### config.mk
export PLATFORM = sky130hd
export DESIGN_NAME = control_char_escape_encoder
export DESIGN_NICKNAME = d
export VERILOG_FILES = /design/src/cce_pkg.sv /design/src/cce_front.sv /design/src/cce_queue.sv /design/src/cce_back.sv /design/src/control_char_escape_encoder.sv
export SDC_FILE = /design/constraint.sdc
export NUM_CORES = 1
export LEC_CHECK = 0
export BUFFER_PORTS_ARGS = -buffer_cell sky130_fd_sc_hd__buf_4
export CAP_MARGIN = 20
export CORE_UTILIZATION = 40
export CTS_BUF_LIST = sky130_fd_sc_hd__clkbuf_2 sky130_fd_sc_hd__clkbuf_4 sky130_fd_sc_hd__clkbuf_8
export DETAILED_ROUTE_END_ITERATION = 8
export PLACE_DENSITY = 0.63
export SKIP_CTS_REPAIR_TIMING = 1
export SYNTH_ARGS = -nofsm -noshare
export SYNTH_HDL_FRONTEND = slang
export SYNTH_SLANG_ARGS = --single-unit
export TNS_END_PERCENT = 20
### constraint.sdc
create_clock -name clock -period 3.59 [get_ports clock]
set_input_delay 0.359 -clock clock [delete_from_list [all_inputs] [get_ports clock]]
set_output_delay 0.359 -clock clock [all_outputs]
set_load 0.01 [all_outputs]
### src/cce_pkg.sv
// ----------------------------------------------------------------------------
// cce_pkg
// Shared types, character codes and the mnemonic table of the control
// character escape encoder.
// ----------------------------------------------------------------------------
package cce_pkg;

   localparam int unsigned BYTE_W     = 8;
   localparam int unsigned QDEPTH     = 2;
   localparam int unsigned QPTR_W     = (QDEPTH > 1) ? $clog2(QDEPTH) : 1;
   localparam int unsigned QCNT_W     = $clog2(QDEPTH + 1);
   localparam int unsigned SLOT_W     = 6;

   localparam logic [BYTE_W-1:0] CODE_LAST_CONTROL = 8'h1F;
   localparam logic [BYTE_W-1:0] CODE_DELETE       = 8'h7F;
   localparam logic [BYTE_W-1:0] CHAR_OPEN         = 8'h3C;
   localparam logic [BYTE_W-1:0] CHAR_CLOSE        = 8'h3E;
   localparam logic [SLOT_W-1:0] SLOT_DELETE       = 6'd32;

   // sequencer step codes
   typedef enum logic [2:0] {
      STEP_OPEN   = 3'd0,
      STEP_CHAR0  = 3'd1,
      STEP_CHAR1  = 3'd2,
      STEP_CHAR2  = 3'd3,
      STEP_CLOSE  = 3'd4
   } step_type;

   // classified item as it travels from front to back
   typedef struct packed {
      logic              esc;    // emit an escape sequence
      logic              three;  // mnemonic has three letters
      logic [BYTE_W-1:0] c0;     // raw byte, or first letter
      logic [BYTE_W-1:0] c1;
      logic [BYTE_W-1:0] c2;
   } desc_type;

   typedef struct packed {
      logic empty;
      logic full;
   } q_stat_type;

   // three letters packed high to low, third letter zero when unused
   function automatic logic [3*BYTE_W-1:0] mnemonic(input logic [SLOT_W-1:0] slot);
      logic [3*BYTE_W-1:0] m;
      unique case (slot)
         6'd0:  m = "NUL";
         6'd1:  m = "SOH";
         6'd2:  m = "STX";
         6'd3:  m = "ETX";
         6'd4:  m = "EOT";
         6'd5:  m = "ENQ";
         6'd6:  m = "ACK";
         6'd7:  m = "BEL";
         6'd8:  m = {"BS", 8'h00};
         6'd9:  m = {"HT", 8'h00};
         6'd10: m = {"LF", 8'h00};
         6'd11: m = {"VT", 8'h00};
         6'd12: m = {"FF", 8'h00};
         6'd13: m = {"CR", 8'h00};
         6'd14: m = {"SO", 8'h00};
         6'd15: m = {"SI", 8'h00};
         6'd16: m = "DLE";
         6'd17: m = "DC1";
         6'd18: m = "DC2";
         6'd19: m = "DC3";
         6'd20: m = "DC4";
         6'd21: m = "NAK";
         6'd22: m = "SYN";
         6'd23: m = "ETB";
         6'd24: m = "CAN";
         6'd25: m = {"EM", 8'h00};
         6'd26: m = "SUB";
         6'd27: m = "ESC";
         6'd28: m = {"FS", 8'h00};
         6'd29: m = {"GS", 8'h00};
         6'd30: m = {"RS", 8'h00};
         6'd31: m = {"US", 8'h00};
         6'd32: m = "DEL";
         default: m = '0;
      endcase
      return m;
   endfunction

endpackage

### src/cce_front.sv
// ----------------------------------------------------------------------------
// cce_front
// Accepts input bytes and classifies them into pass-through or escape
// descriptors for the item queue.
// ----------------------------------------------------------------------------
module cce_front (
   input  logic                       req_push,
   input  logic [cce_pkg::BYTE_W-1:0] req_in_byte,
   input  cce_pkg::q_stat_type        q_stat,
   output logic                       req_full,
   output logic                       q_push,
   output cce_pkg::desc_type          q_desc
);
   import cce_pkg::*;

   logic                is_ctrl;
   logic                is_del;
   logic [SLOT_W-1:0]   slot;
   logic [3*BYTE_W-1:0] letters;

   assign is_ctrl = (req_in_byte <= CODE_LAST_CONTROL);
   assign is_del  = (req_in_byte == CODE_DELETE);
   assign slot    = is_del ? SLOT_DELETE : req_in_byte[SLOT_W-1:0];
   assign letters = mnemonic(slot);

   always_comb begin
      q_desc.esc   = is_ctrl | is_del;
      q_desc.three = (letters[BYTE_W-1:0] != '0);
      q_desc.c0    = q_desc.esc ? letters[3*BYTE_W-1:2*BYTE_W] : req_in_byte;
      q_desc.c1    = letters[2*BYTE_W-1:BYTE_W];
      q_desc.c2    = letters[BYTE_W-1:0];
   end

   assign req_full = q_stat.full;
   assign q_push   = req_push & ~q_stat.full;

endmodule

### src/cce_queue.sv
// ----------------------------------------------------------------------------
// cce_queue
// Short item queue that decouples the classifier from the sequencer.
// ----------------------------------------------------------------------------
module cce_queue (
   input  logic                clock,
   input  logic                reset,
   input  logic                q_push,
   input  cce_pkg::desc_type   q_desc,
   input  logic                q_pop,
   output cce_pkg::desc_type   q_head,
   output cce_pkg::q_stat_type q_stat
);
   import cce_pkg::*;

   desc_type            mem_ff [QDEPTH];
   logic [QPTR_W-1:0]   wr_ptr_ff, wr_ptr_in;
   logic [QPTR_W-1:0]   rd_ptr_ff, rd_ptr_in;
   logic [QCNT_W-1:0]   count_ff, count_in;
   logic                do_push;
   logic                do_pop;

   assign q_stat.empty = (count_ff == '0);
   assign q_stat.full  = (count_ff == QCNT_W'(QDEPTH));
   assign do_push      = q_push & ~q_stat.full;
   assign do_pop       = q_pop & ~q_stat.empty;
   assign q_head       = mem_ff[rd_ptr_ff];

   always_comb begin
      wr_ptr_in = wr_ptr_ff;
      rd_ptr_in = rd_ptr_ff;
      count_in  = count_ff;
      if (do_push) begin
         wr_ptr_in = (wr_ptr_ff == QPTR_W'(QDEPTH - 1)) ? '0 : wr_ptr_ff + 1'b1;
      end
      if (do_pop) begin
         rd_ptr_in = (rd_ptr_ff == QPTR_W'(QDEPTH - 1)) ? '0 : rd_ptr_ff + 1'b1;
      end
      if (do_push && !do_pop) begin
         count_in = count_ff + 1'b1;
      end else if (do_pop && !do_push) begin
         count_in = count_ff - 1'b1;
      end
   end

   always_ff @(posedge clock) begin
      if (reset) begin
         wr_ptr_ff <= '0;
         rd_ptr_ff <= '0;
         count_ff  <= '0;
      end else begin
         wr_ptr_ff <= wr_ptr_in;
         rd_ptr_ff <= rd_ptr_in;
         count_ff  <= count_in;
      end
   end

   always_ff @(posedge clock) begin
      if (do_push) begin
         mem_ff[wr_ptr_ff] <= q_desc;
      end
   end

endmodule

### src/cce_back.sv
// ----------------------------------------------------------------------------
// cce_back
// Sequencer that expands each queued descriptor into its result bytes and
// holds the current result in an output register.
// ----------------------------------------------------------------------------
module cce_back (
   input  logic                       clock,
   input  logic                       reset,
   input  cce_pkg::desc_type          q_head,
   input  cce_pkg::q_stat_type        q_stat,
   output logic                       q_pop,
   input  logic                       rsp_pop,
   output logic                       rsp_empty,
   output logic [cce_pkg::BYTE_W-1:0] rsp_out_byte,
   output logic                       rsp_last_of_run
);
   import cce_pkg::*;

   step_type          step_ff, step_in;
   logic              valid_ff, valid_in;
   logic [BYTE_W-1:0] byte_ff, byte_in;
   logic              last_ff, last_in;
   logic              load;

   // load when an item waits and the output register is free or being drained this cycle
   assign load = ~q_stat.empty & (~valid_ff | rsp_pop);

   always_comb begin
      byte_in = q_head.c0;
      last_in = 1'b1;
      if (q_head.esc) begin
         unique case (step_ff)
            STEP_OPEN: begin
               byte_in = CHAR_OPEN;
               last_in = 1'b0;
            end
            STEP_CHAR0: begin
               byte_in = q_head.c0;
               last_in = 1'b0;
            end
            STEP_CHAR1: begin
               byte_in = q_head.c1;
               last_in = 1'b0;
            end
            STEP_CHAR2: begin
               byte_in = q_head.three ? q_head.c2 : CHAR_CLOSE;
               last_in = ~q_head.three;
            end
            STEP_CLOSE: begin
               byte_in = CHAR_CLOSE;
               last_in = 1'b1;
            end
            default: begin
               byte_in = CHAR_CLOSE;
               last_in = 1'b1;
            end
         endcase
      end
   end

   always_comb begin
      q_pop    = load & last_in;
      step_in  = step_ff;
      valid_in = valid_ff & ~rsp_pop;
      if (load) begin
         valid_in = 1'b1;
         step_in  = last_in ? STEP_OPEN : step_type'(step_ff + 3'd1);
      end
   end

   always_ff @(posedge clock) begin
      if (reset) begin
         step_ff  <= STEP_OPEN;
         valid_ff <= 1'b0;
      end else begin
         step_ff  <= step_in;
         valid_ff <= valid_in;
      end
   end

   always_ff @(posedge clock) begin
      if (load) begin
         byte_ff <= byte_in;
         last_ff <= last_in;
      end
   end

   assign rsp_empty       = ~valid_ff;
   assign rsp_out_byte    = byte_ff;
   assign rsp_last_of_run = last_ff;

endmodule

### src/control_char_escape_encoder.sv
// ----------------------------------------------------------------------------
// control_char_escape_encoder
// Replaces ASCII control codes and DEL by a bracketed mnemonic, e.g. <ESC>.
// ----------------------------------------------------------------------------
// Each input byte gives one result byte, except control codes 0x00..0x1F and
// DEL (0x7F), which give '<', their two- or three-letter mnemonic and '>' as
// four or five result bytes; the final byte of every run has last_of_run set.
// Bytes 0x80..0xFF pass through. While the result side keeps taking bytes, a
// stream of pass-through bytes flows at one item per clock, and for an escaped
// item the output sequencer emits one result byte per cycle. A pushed byte is
// written into the item queue and then into the output register before its
// result is visible. A two-entry item queue lets input be taken while the
// sequencer or the result side is stalled.
// ----------------------------------------------------------------------------
module control_char_escape_encoder (
   input  logic                       clock,
   input  logic                       reset,
   input  logic                       req_push,
   output logic                       req_full,
   input  logic [cce_pkg::BYTE_W-1:0] req_in_byte,
   output logic                       rsp_empty,
   input  logic                       rsp_pop,
   output logic [cce_pkg::BYTE_W-1:0] rsp_out_byte,
   output logic                       rsp_last_of_run
);
   import cce_pkg::*;

   q_stat_type q_stat;
   desc_type   q_desc;
   desc_type   q_head;
   logic       q_push;
   logic       q_pop;

   cce_front u_front (
      .req_push    (req_push),
      .req_in_byte (req_in_byte),
      .q_stat      (q_stat),
      .req_full    (req_full),
      .q_push      (q_push),
      .q_desc      (q_desc)
   );

   cce_queue u_queue (
      .clock  (clock),
      .reset  (reset),
      .q_push (q_push),
      .q_desc (q_desc),
      .q_pop  (q_pop),
      .q_head (q_head),
      .q_stat (q_stat)
   );

   cce_back u_back (
      .clock           (clock),
      .reset           (reset),
      .q_head          (q_head),
      .q_stat          (q_stat),
      .q_pop           (q_pop),
      .rsp_pop         (rsp_pop),
      .rsp_empty       (rsp_empty),
      .rsp_out_byte    (rsp_out_byte),
      .rsp_last_of_run (rsp_last_of_run)
   );

endmodule

Word-level counts from Yosys, hierarchy flattened:

Memories as Yosys holds them, arrays and structs flattened. A register that Yosys moved wholly into a read port is not among the register bits.
Cells that the tools add are included.

* register bits: 17
* bits in writable memories: 52
* memory bits (read-only): 1216
* input port bits: 12
* output and inout port bits: 11
* word-level logic and storage cells: 59
* memories: 2

* add/sub/neg operators: 5
* $lt $le $gt $ge: 1
* equality and inequality tests: 5
* mux-type cells: 17
* bitwise gates (word level): 13
* reduce and logical (&&, ||, !) cells: 9

Memory list
* (no name shown): words 64, bits a word 19, rd ports 1, clocked after memory_dff 0, write ports 0, RTL line cce_pkg.sv:46 `unique case (slot)`
* u_queue.mem_ff: words 2, bits a word 26, rd ports 1, clocked after memory_dff 1, write ports 1, RTL line cce_queue.sv:16 `desc_type mem_ff [QDEPTH];`

Operator list (count)
* 8-bit case mux with 4 select lines: 1
* 8-bit 2-to-1 mux: 3
* 8-bit by 7-bit == test with 1-bit output, second input constant: 1
* 8-bit by 5-bit <= comparator with 1-bit output, second input constant: 1
* 1-bit 2-to-1 mux: 8
* 8-bit nonzero test: 1
* 1-bit bitwise AND: 6
* 3-bit by 2-bit == test with 1-bit output, second input constant: 2
* 6-bit 2-to-1 mux: 1
* 1-bit inverter: 5
* 2-bit 2-to-1 mux: 2
* 3-bit by 1-bit adder with 3-bit output, second input constant: 1
* 3-bit by 1-bit == test with 1-bit output, second input constant: 1
* 3-bit logical NOT: 1
* 3-bit 2-to-1 mux: 1
* 3-bit OR reduction: 1
* 1-bit adder, second input constant: 2
* 2-bit by 1-bit adder with 2-bit output, second input constant: 1
* 2-bit == test, second input constant: 1
* 1-bit logical AND: 2
* 1-bit logical NOT: 2
* 2-bit logical NOT: 1
* 1-bit bitwise OR: 2
* 1-bit case mux with 2 select lines: 1
* other kinds (2): 2

Depth between registers and ports, before layout:

* word-level depth: 9
* depth in mapped cells: 11
* depth with buffers taken out: 10

Modules after synthesis:

Synthesis repeated with hierarchy kept, for this count alone.

* cell total of the unflattened synthesis: 356
* area, all modules: 3942.5 um^2

Modules (own cells, without submodules)
* cce_queue: times used 1, cells an instance 106, area each 2092.0 um^2, seq. area each 1661.6 um^2
* cce_front: times used 1, cells an instance 170, area each 1059.8 um^2, seq. area each 0.0 um^2
* cce_back: times used 1, cells an instance 80, area each 790.8 um^2, seq. area each 350.3 um^2

Least setup slack after synthesis:

Ideal clock, no wire load.

* path type: input port to flip-flop
* start point: input port req_in_byte[3] (netlist bit)
* end point: memory u_queue.mem_ff[0][24] (netlist bit), data pin
* library setup time: 0.270 ns
* arrival time: 2.747 ns
* required time: 3.320 ns
* path slack: 0.573 ns
* stages on the path: 10
* path buffers: 2
* cells stage by stage: clkbuf_1 > and4b_1 > nand4_1 > clkbuf_1 > and2_1 > ha_1 > nor3b_1 > a31o_1 > or4_1 > or3_1

RTL lines
* start, declared: RTL line control_char_escape_encoder.sv:20 `input logic [cce_pkg::BYTE_W-1:0] req_in_byte,`
* end, declared: RTL line cce_queue.sv:16

Final worst setup path:

* start point: register u_back.step_ff[2]
* end point: register u_queue.count_ff[1]

* longest elaborated chain between the ends: 9
* elaborated cells on any way between the ends: 14
* classes of those cells: 3 x eq/ne; 3 x mux; 2 x bitwise; 6 x reduce/logical

RTL lines
* start, declared: RTL line cce_back.sv:19 `step_type step_ff, step_in;`
* start signal, assigned: RTL line cce_back.sv:76 `step_ff <= step_in;`
* 3-bit by 1-bit == test with 1-bit output, or another cell as far along: RTL line cce_back.sv:32 `unique case (step_ff)`
* 3-bit OR reduction (no source line)
* 1-bit case mux with 2 select lines (*): RTL line cce_back.sv:32
* 1-bit 2-to-1 mux (*): RTL line cce_back.sv:31 `if (q_head.esc) begin`
* named net u_back.last_in: RTL line cce_back.sv:22 `logic last_ff, last_in;`
* 1-bit bitwise AND (*): RTL line cce_back.sv:62 `q_pop = load & last_in;`
* 1-bit bitwise AND (*): RTL line cce_queue.sv:26 `assign do_pop = q_pop & ~q_stat.empty;`
* 1-bit logical NOT: RTL line cce_queue.sv:39 `if (do_push && !do_pop) begin`
* 1-bit logical AND: RTL line cce_queue.sv:39
* 2-bit 2-to-1 mux / 2-bit nonzero test (equally long branches)
* end signal, assigned: RTL line cce_queue.sv:54 `count_ff <= count_in;`
* end, declared: RTL line cce_queue.sv:19 `logic [QCNT_W-1:0] count_ff, count_in;`

The timed path passes the listed nets; every way through them passes the cells marked *.
A chain may end at the register's enable or synchronous reset.

==> metrics.yaml <==
die_w_um: 97.11
tritoncts: "built"
ys_seq_elements: 64
grt_pass1_vias: 2519
antenna_cells: 0
io_buffers: 22
die_area_mm2: 0.009430
crit_family: "simple AND/OR/NAND/NOR gates"
p_clk_frac: 0.236
drive_above_1_share: 0.1612
hold_class: "primary input to register"
fin_crit_ps: 2784
syn_inst: 348
core_mm2: 0.008721
synth_area_leaders: "edfxtp_1 46%, dfxtp_1 5.0%, ha_1 4.8%"
synth_edf_count: 55
status: "completed"
power_mw: 2.479
first_pass_iters: 4
power_leakage_nw: 1.484
cp.buffers_inverters: 1
switchingPower_uw: 793.7
ir_drop_mv: 0.1950
cts_max_level: 3
vias: 2695
cts.path.max_buffers: 2
finalNetCount: 387
track_usage: 0.1749
p_comb_frac: 0.317
slowest_delay_ps: 530
crit_path_end_kind: "register"
hold_violations: 0
drc_errors: 0
async_flop_share: 0
synth_top_cell_area_share: 0.4564
period_share: 0.7756
ys.flop_type: "edfxtp_1"
postSynthAreaPerCell_um2: 10.40
netlist_area_mm2: 0.003618
viasPerCell: 5.686
clock_sink_count: 64
finalMaxSlewViolations: 0
wl_per_cell_um: 16.62
die-height_um: 97.11
rows: 34
antenna_found_initial: 0
slew_headroom: 0.4190
setup_violations: 0
cap_violations: 0
dp_hpwl_um: 5553
syn-num-nets: 374
yosysTopAreaCell: "edfxtp_1"
drtIter0Drc: 133
critPathLaunchType: "register"
slowest_stage: "o21bai_1"
grt_pass1_wl_um: 12940
required_ps: 3860
ys_seq_area_frac: 0.5062
num-fill-cells: 807
clock.fmax_mhz: 359.2
ys_warn_count: 0
flow.area_growth_from_synthesis_pct: 12.31
cp_common_cell: "ha_1"
grt_max_degree: 37
finalWirelength_um: 7880
worstMarginPinSlew_ps: 849.5
p_sw_frac: 0.3202
cts_root_buf: "clkbuf_8"
grt-ovfl-total: 0
clkTransAtPathRegs_ps: 70
cts_made_buffers: 9
worstSetupPathType: "register to register"
rsz0062_at_grt: "no"
crit_chain: "inv_1, ha_1, nor2b_1, o21bai_1, nand2_1, ha_1, or3_1, a21oi_1"
initial_core_util: 0.4149
gp_congestion: 0.8507
arrival_ps: 3060
seqPwrFrac: 0.447
worstSkewPairLatency_ps: 330
cp_max_fo: 9
p_int_mw: 1.685
skew_ps: 6.274
ios: 23
netlist-cell-type-count: 58
setup_tns_ps: 0
powerDensity_mw_per_mm2: 610.0
ant_nets: 0
## state kept, by name, indices dropped and copies added (netlist names), named ones only
register                flops
u_queue.wr_ptr_ff           1
u_back.rsp_out_byte         8
u_queue.mem_ff             46
u_back.valid_ff             1
u_back.step_ff              3
u_back.rsp_last_of_run      1
u_queue.rd_ptr_ff           1
u_queue.count_ff            2
## cells in the final DEF, fill, tap and decap left out, types with 2 or more instances in the layout
cell / synthesis / routed
a211oi_1: 3 / 3
a22oi_1: 3 / 3
inv_1: 17 / 17
a221oi_1: 4 / 4
mux2i_1: 15 / 15
nor3_1: 16 / 16
clkinv_2: 0 / 4
and3_1: 2 / 2
o21ai_1: 2 / 2
o221ai_1: 2 / 2
nor2b_1: 12 / 12
o21ai_0: 16 / 16
ha_1: 14 / 14
a21oi_1: 22 / 22
o22ai_1: 7 / 7
nand2b_1: 7 / 7
o32ai_1: 2 / 2
nand4_1: 3 / 3
or3_1: 7 / 7
nor2_1: 23 / 22
nor3b_1: 2 / 2
nand2_1: 24 / 24
edfxtp_1: 55 / 55
nor4_1: 2 / 2
mux2_2: 10 / 10
nor2_2: 1 / 2
a31o_1: 2 / 2
and2_1: 2 / 2
xor2_1: 3 / 3
buf_4: 1 / 28
a32oi_1: 2 / 2
o31ai_1: 5 / 5
dfxtp_1: 9 / 9
clkbuf_8: 0 / 9
a2111oi_0: 2 / 2
nand3_1: 5 / 5
## worst register-to-register path: stages (launching register included)
cell	delay (ps)
dfxtp_1	480
inv_1	100
ha_1	310
nor2b_1	210
o21bai_1	530
nand2_1	210
ha_1	370
or3_1	370
a21oi_1	140
## kinds of logic after synthesis
family / Yosys count / synth area share
AO/OA/AOI/OAI: 86 / 0.1573
adder cells (fa/ha/maj): 14 / 0.04841
XOR/XNOR: 3 / 0.007263
AND/OR/NAND/NOR: 111 / 0.1573
buffers and inverters: 45 / 0.05083
flip-flops: 64 / 0.5062
multiplexers: 25 / 0.07261
## power groups by stage
stage | Combinational [mW] | Sequential, mW | Clock (mW)
6_report | 0.786 | 1.11 | 0.584
5_1_grt | 0.865 | 1.13 | 0.633
4_1_cts | 0.781 | 1.11 | 0.599
3_5_place_dp | 0.776 | 1.13 | 0
3_3_place_gp | 0.766 | 1.12 | 0
2_1_floorplan | 0.525 | 1.12 | 0
## layout make-up
class | count | area, µm² | share of cell area
well taps | 108 | 135.1 | 0.03325
clock buffers | 9 | 123.9 | 0.03048
inverters | 18 | 67.56 | 0.01663
multi-input cells | 239 | 1605 | 0.3950
clock inverters | 7 | 62.56 | 0.01539
repair buffers | 29 | 237.7 | 0.05850
flip-flops and latches | 64 | 1832 | 0.4507
## routing by layer
layer | up-vias | routed length (µm) | global-route usage
met3 | 15 | 330 | 0.01727
met5 | - | 0 | 0
li1 | 1325 | - | -
met1 | 1274 | 3658 | 0.2371
met4 | 0 | 200 | 0.09759
met2 | 81 | 3690 | 0.2752
## path summary, 6_finish.rpt
path                                         from  cells past startpoint                   to  slack, ps
worst max-delay path            u_back.step_ff[2]                      8  u_queue.count_ff[1]        810
worst min register to register    u_back.valid_ff                      2      u_back.valid_ff        500
worst max register to register  u_back.step_ff[2]                      8  u_queue.count_ff[1]        810
worst min-delay path                        reset                      2    u_back.step_ff[0]        240
## synth_stat cells, types with 3 or more instances
library cell	number
clkbuf_1	17
nand2_1	24
buf_2	3
or3_1	7
a21oi_1	22
mux2_2	10
inv_1	17
xor2_1	3
ha_1	14
nand2b_1	7
a221oi_1	4
a22oi_1	3
o31ai_1	5
o22ai_1	7
nand3_1	5
edfxtp_1	55
o21ai_0	16
nor3_1	16
nor2b_1	12
mux2i_1	15
a211oi_1	3
dfxtp_1	9
nor2_1	23
nand4_1	3
buf_1	5
## per-stage QoR
step,std cells,area (µm²),setup slack (ps),hold WS (ps),utilization
3_3_place_gp,457,3850,738.4,475.1,0.4415
2_1_floorplan,348,3618,572.9,462.7,-
3_5_place_dp,457,3850,658.8,494.0,0.4415
5_1_grt,474,4064,584.5,241.5,0.4660
4_1_cts,473,4036,787.1,232.8,0.4628
6_report,474,4064,805.7,245.0,0.4660
No activity file was read; power rests on OpenSTA's default activity.
